===== src/rtl/core/esh_pkg.sv =====
package esh_pkg;

    localparam int DATA_W = 24;
    localparam int CHAN_FIELD_W = 10;
    localparam int COUNT_W = 32;
    localparam int DIV_STEPS = DATA_W;
    localparam int QUEUE_DEPTH = 4;
    localparam int QUEUE_PTR_W = $clog2(QUEUE_DEPTH);

    localparam logic [1:0] FUNC_RECORD = 2'd0;
    localparam logic [1:0] FUNC_READ = 2'd1;
    localparam logic [1:0] FUNC_READ_CLEAR = 2'd2;

    localparam logic [2:0] ST_COUNTED = 3'd0;
    localparam logic [2:0] ST_IGNORED = 3'd1;
    localparam logic [2:0] ST_RANGE = 3'd2;
    localparam logic [2:0] ST_BAD_ADDR = 3'd3;
    localparam logic [2:0] ST_READ_DONE = 3'd4;

    localparam logic [1:0] REG_E_HIGH = 2'd0;
    localparam logic [1:0] REG_BIN_WIDTH = 2'd1;
    localparam logic [1:0] REG_NUM_CHANNELS = 2'd2;

    localparam logic [COUNT_W-1:0] COUNT_MAX = '1;

    typedef enum logic [1:0]
    {
        F_IDLE,
        F_DIV,
        F_PUSH
    } front_state_t;

    typedef enum logic
    {
        B_IDLE,
        B_EXEC
    } back_state_t;

    typedef enum logic [1:0]
    {
        OP_PASS,
        OP_COUNT,
        OP_READ,
        OP_CLEAR
    } op_t;

    typedef struct packed
    {
        logic [DATA_W-1:0] e_high;
        logic [DATA_W-1:0] bin_width;
        logic [CHAN_FIELD_W-1:0] num_channels;
    } cfg_t;

    typedef struct packed
    {
        op_t op;
        logic [2:0] status;
        logic [CHAN_FIELD_W-1:0] bin;
        logic [3:0] det;
        logic cry;
    } cmd_t;

endpackage


===== src/rtl/core/esh_queue.sv =====
module esh_queue
    import esh_pkg::*;
(
    input  logic clk,
    input  logic rst_n,
    input  logic push,
    input  cmd_t push_data,
    output logic full,
    input  logic pop,
    output cmd_t pop_data,
    output logic empty
);

    cmd_t entries_reg [QUEUE_DEPTH];
    logic [QUEUE_PTR_W-1:0] wr_ptr_reg;
    logic [QUEUE_PTR_W-1:0] rd_ptr_reg;
    logic [QUEUE_PTR_W:0] fill_reg;

    assign full = (fill_reg == (QUEUE_PTR_W + 1)'(QUEUE_DEPTH));
    assign empty = (fill_reg == '0);
    assign pop_data = entries_reg[rd_ptr_reg];

    always_ff @(posedge clk or negedge rst_n)
    begin
        if (!rst_n)
        begin
            wr_ptr_reg <= '0;
            rd_ptr_reg <= '0;
            fill_reg <= '0;
        end
        else
        begin
            if (push && !full)
            begin
                wr_ptr_reg <= wr_ptr_reg + 1'b1;
            end
            if (pop && !empty)
            begin
                rd_ptr_reg <= rd_ptr_reg + 1'b1;
            end
            case ({push && !full, pop && !empty})
                2'b10: fill_reg <= fill_reg + 1'b1;
                2'b01: fill_reg <= fill_reg - 1'b1;
                default: fill_reg <= fill_reg;
            endcase
        end
    end

    always_ff @(posedge clk)
    begin
        if (push && !full)
        begin
            entries_reg[wr_ptr_reg] <= push_data;
        end
    end

endmodule


===== config.mk =====
export PLATFORM = sky130hd
export DESIGN_NAME = esh_queue
export DESIGN_NICKNAME = d
export VERILOG_FILES = /design/src/rtl/core/esh_pkg.sv /design/src/rtl/core/esh_queue.sv
export SDC_FILE = /design/constraint.sdc
export NUM_CORES = 1
export LEC_CHECK = 0
export ABC_AREA = 1
export BUFFER_PORTS_ARGS = -buffer_cell sky130_fd_sc_hd__clkbuf_2
export CAP_MARGIN = 20
export CORE_ASPECT_RATIO = 1.25
export CORE_MARGIN = 2
export CORE_UTILIZATION = 60
export CTS_CLUSTER_SIZE = 20
export DETAILED_ROUTE_END_ITERATION = 7
export HOLD_SLACK_MARGIN = 0.06
export PLACE_DENSITY = 0.82
export SYNTH_ARGS = -nofsm -noshare
export SYNTH_HDL_FRONTEND = slang
export SYNTH_SLANG_ARGS = --single-unit

===== constraint.sdc =====
create_clock -name clk -period 3.6 [get_ports clk]
set_input_delay 0.18 -clock clk [delete_from_list [all_inputs] [get_ports clk]]
set_output_delay 0.18 -clock clk [all_outputs]
set_load 0.005 [all_outputs]

# Word-level counts from Yosys, hierarchy flattened

Memory sizes are Yosys's and may differ from the RTL's.
Cells that the tools add are included.

Eq/ne operators: 3
Reduce and logical (&&, ||, !) cells: 6
Add/subtract/negate cells: 4
Multiplexer cells: 3

Operators by type and width:

| operator                                          | count |
|---|---|
| case mux 3 bit (2 select lines)                   | 1 |
| adder 2 x 1 -> 2 bit (second input constant)      | 2 |
| adder 3 x 1 -> 3 bit (second input constant)      | 1 |
| == test 3 bit (second input constant)             | 1 |
| zero test 3 bit                                   | 1 |
| subtractor 3 x 1 -> 3 bit (second input constant) | 1 |
| == test 2 x 1 -> 1 bit (second input constant)    | 1 |
| == test 2 bit (second input constant)             | 1 |
| logical AND 1 bit                                 | 2 |
| zero test 1 bit                                   | 2 |
| 2-to-1 mux 1 bit                                  | 2 |
| nonzero test 2 bit                                | 1 |

Register bits after elaboration: 7
RAM bits: 80
Memories kept: 1
Word-level logic and storage cells: 20
Output and inout bits: 22

Memory list:

| memory      | words | width | rd ports | clocked after Yosys merged registers in | write ports | line            | RTL |
|---|---|---|---|---|---|---|---|
| entries_reg | 4     | 20    | 1        | 0                                       | 1           | esh_queue.sv:14 | `cmd_t entries_reg [QUEUE_DEPTH];` |

# Logic depth before layout (Yosys ltp)

Word-level depth: 5
Gate-level depth with buffers: 12
Depth with buffers taken out: 12

# Least setup slack after synthesis

Ideal clock, no wire load.

Path kind: register to register
Start: register fill_reg[0]
End: memory entries_reg[0][0] in the netlist's numbering (enable)
Clock period less this slack: 1.928 ns
Cell stages (with the launch flop): 5
Data required time: 3.203 ns
Slack: 1.672 ns
Arrival time: 1.531 ns
Buffers on the path: 0
Cells stage by stage: dfrtp_1 inv_1 nand3_1 nand2_2 nor2_1

Cells in the longest elaborated chain, start to end: 5

RTL lines:

| element                                | line            | RTL |
|---|---|---|
| from (decl)                            | esh_queue.sv:17 | `logic [QUEUE_PTR_W:0] fill_reg;` |
| from (signal assigned)                 | esh_queue.sv:42 | `2'b10: fill_reg <= fill_reg + 1'b1;` |
| from (signal assigned)                 | esh_queue.sv:43 | `2'b01: fill_reg <= fill_reg - 1'b1;` |
| from (signal assigned)                 | esh_queue.sv:44 | `default: fill_reg <= fill_reg;` |
| == test 3 bit                          | esh_queue.sv:19 | `assign full = (fill_reg == (QUEUE_PTR_W + 1)'(QUEUE_DEPTH));` |
| zero test 1 bit                        | esh_queue.sv:51 | `if (push && !full)` |
| logical AND 1 bit                      | esh_queue.sv:51 |  |
| 2-to-1 mux 1 bit                       | esh_queue.sv:51 |  |
| 2-to-1 mux 1 bit (implied by the code) | esh_queue.sv:53 | `entries_reg[wr_ptr_reg] <= push_data;` |
| to (decl)                              | esh_queue.sv:14 |  |

No other way between the ends.

==> results.py <==
metrics = {
    "pwr": {
        "peakVddDrop_mv": 0.594,
        "power_w": 0.00324,
        "p_per_area_nw_per_um2": 740,
        "p_leak_nw": 1.87,
    },
    "synth": {
        "yosysSeqAreaShare_pct": 70.2,
        "syn_avg_cell_area_sq_um": 12.5,
        "synth-compound-area-share_pct": 8.86,
        "syn_inst": 294,
        "synth_area_sq_um": 3670,
        "synth-simple-area-share_pct": 9.48,
        "synth_cell_types": 17,
        "synth.area.mux_share_pct": 0,
        "synthAdderAreaFrac_pct": 2.25,
        "yosys_warnings": 0,
        "syn_nets": 324,
        "synth-xor-area-share_pct": 0.239,
        "synth_top_family_by_area": "simple AND/OR/NAND/NOR gates",
        "synth-seq-cells": 87,
    },
    "final_layout": {
        "area_growth_pct": 19.2,
        "diodes": 0,
        "fillers": 377,
        "fin_area_sq_um": 4370,
        "fin_nets": 393,
        "final_util_pct": 74.7,
        "largest_reg_flops": 80,
        "drive_above_1_share_pct": 20.4,
    },
    "critical_path": {
        "worstPathCellList": "inv_2 -> o211ai_1 -> nand2_1 -> clkbuf_2",
        "cp-start-kind": "flop",
        "max_stage_delay_ps": 910,
        "crit_family": "flip-flops",
        "cp_num_buf_inv": 2,
        "cp_slowest_cell": "dfrtp_1",
        "worstPathRequired_ps": 3420,
        "endpoint_kind": "output pin",
        "worst-setup-path-type": "flop to output pin",
        "critPathArrivalTime_ps": 2120,
        "path_max_fanout": 22,
    },
    "clock_tree": {
        "holdBufCountCts": 19,
        "cts_made_buffers": 9,
        "htree_levels": 3,
        "clock_path_buffers": 2,
        "cts_root_buffer": "clkbuf_8",
        "post_cts_buffers": 0,
        "tritoncts": "built",
        "clock_sinks": 87,
        "cts_resized": 0,
        "clk_latency_ps": 350,
        "clkTransAtPathRegs_ps": 90,
    },
    "sta": {
        "rsz0062_at_grt": "no",
        "min_period_over_period_pct": 63.9,
        "hold_viol": 0,
        "relSlewSlack_pct": 42.1,
        "worst_pin_slew_ps": 868,
        "setup-violations-final": 0,
        "fin_crit_ps": 2300,
        "max_freq_ghz": 0.435,
        "skew_ps": 14.2,
        "drv_slew": 0,
        "tns_ps": 0,
    },
    "global_routing": {
        "grt_pass1_wl_um": 10500,
        "antenna_found_initial": 0,
        "grt_max_degree": 48,
        "grt_pass1_vias": 2189,
        "grtUsageTotal_pct": 21.4,
        "grt_overflow": 0,
    },
    "die": {
        "core_area_sq_um": 5860,
        "die_w_um": 74.0,
        "io_pins": 46,
        "rows": 31,
        "die_height_um": 91.4,
        "initial_utilization_pct": 62.7,
        "die_area_sq_um": 6760,
    },
    "drt": {
        "routed_wl_um": 6600,
        "first_iter_violations": 168,
        "ant_nets": 0,
        "first_pass_iters": 4,
        "wl_per_cell_um": 14.7,
        "drc_errors": 0,
        "vias": 2278,
        "via_per_inst": 5.06,
    },
    "run": {
        "cap_violations": 0,
    },
    "placed_design": {
        "dp_hpwl_um": 3950,
        "port_buffers": 45,
        "dpl_cell_area_sq_um": 3930,
        "place.gp.congestion": 0.709,
    },
    "run_status": {
        "status": "complete, no violations",
    },
    "worst_hold_path": {
        "min_path_type": "input pin to flop",
    },
}
## metal layers
layer  track usage (%)  up-vias  share of wire [%]
met4              8.48        0                1.9
met3              5.33       15                6.4
met1              26.6     1046                 40
li1                  -     1136                  -
met5                 0        -                  0
met2              35.6       81                 52
## worst paths after layout
kind,from,endpoint,slack (ps),cells past startpoint
max,rd_ptr_reg[1]$_DFFE_PN0P_,pop_data[1],1300,4
min reg2reg,fill_reg[0]$_DFFE_PN0P_,fill_reg[0]$_DFFE_PN0P_,470,1
min,push_data[12],entries_reg[2][12]$_DFFE_PP_,90,1
min in group asynchronous,rst_n,rd_ptr_reg[1]$_DFFE_PN0P_,210,2
max in group asynchronous,rst_n,wr_ptr_reg[1]$_DFFE_PN0P_,3220,2
max reg2reg,fill_reg[0]$_DFFE_PN0P_,fill_reg[2]$_DFFE_PN0P_,1670,10
## report_power, final
part | switching [W] | internal, W
clock | 0.000340 | 0.000325
sequential | 0.000109 | 0.00134
combinational | 0.000684 | 0.000441
## cells in the mapped netlist (all sizes together)
library cell,count,share of area [%]
buf,12,3.0
nor2,4,0.41
fa,1,0.55
inv,58,5.9
nand2,77,7.9
ha,5,1.7
nand3,7,0.95
o21ai,1,0.14
dfrtp,7,4.8
edfxtp,80,65
xnor2,1,0.24
o211ai,40,8.7
nand4,1,0.17
## worst reg2reg max path, delay by kind of cell, from the launching register on
kind                       cells  cell delay [ps]
adders and majority gates      2              590
buffers and inverters          2              190
DFF                            1              390
and+or+nand+nor                6              650
## placed cells by master, fill, tap and decap left out
| cell | instances |
|---|---|
| edfxtp_1 | 80 |
| clkbuf_8 | 9 |
| clkbuf_1 | 1 |
| clkinv_1 | 1 |
| buf_12 | 1 |
| clkinv_4 | 1 |
| o21ai_0 | 1 |
| nand4_1 | 1 |
| ha_1 | 5 |
| clkbuf_2 | 45 |
| inv_2 | 2 |
| inv_1 | 56 |
| nand3_1 | 7 |
| o211ai_1 | 36 |
| o211ai_2 | 4 |
| nor2_2 | 4 |
| inv_6 | 2 |
| dfrtp_1 | 7 |
| buf_8 | 4 |
| nand2_2 | 1 |
| bufinv_16 | 1 |
| clkinvlp_4 | 1 |
| xnor2_1 | 1 |
| fa_1 | 1 |
| dlygate4sd3_1 | 20 |
| nand2_1 | 76 |
## logic make-up after synthesis
logic type      count (synthesis)
compound gates                 41
xor+xnor                        1
fa+ha+maj                       6
buf+inv                        70
flops                          87
simple gates                   89
## metrics by stage
step / instances / hold slack (ps) / setup WS, ps
after CTS: 446 / 63.8 / 1290
after global placement: 409 / 25.9 / 1570
after global routing: 450 / 87.6 / 1140
final: 450 / 93.9 / 1300
after detailed placement: 411 / 27.5 / 1560
after floorplan: 294 / -116 / 1670
## layout make-up
| type | instances | area (sq um) | share of cell area, % |
|---|---|---|---|
| Sequential cell | 87 | 2580 | 58.9 |
| Timing Repair Buffer | 70 | 505 | 11.6 |
| Inverter | 58 | 218 | 4.98 |
| Multi-Input combinational cell | 137 | 774 | 17.7 |
| Clock inverter | 6 | 67.6 | 1.55 |
| Tap cell | 82 | 103 | 2.35 |
| Clock buffer | 10 | 128 | 2.92 |
Note: power is estimated with default switching activity, not from simulation.
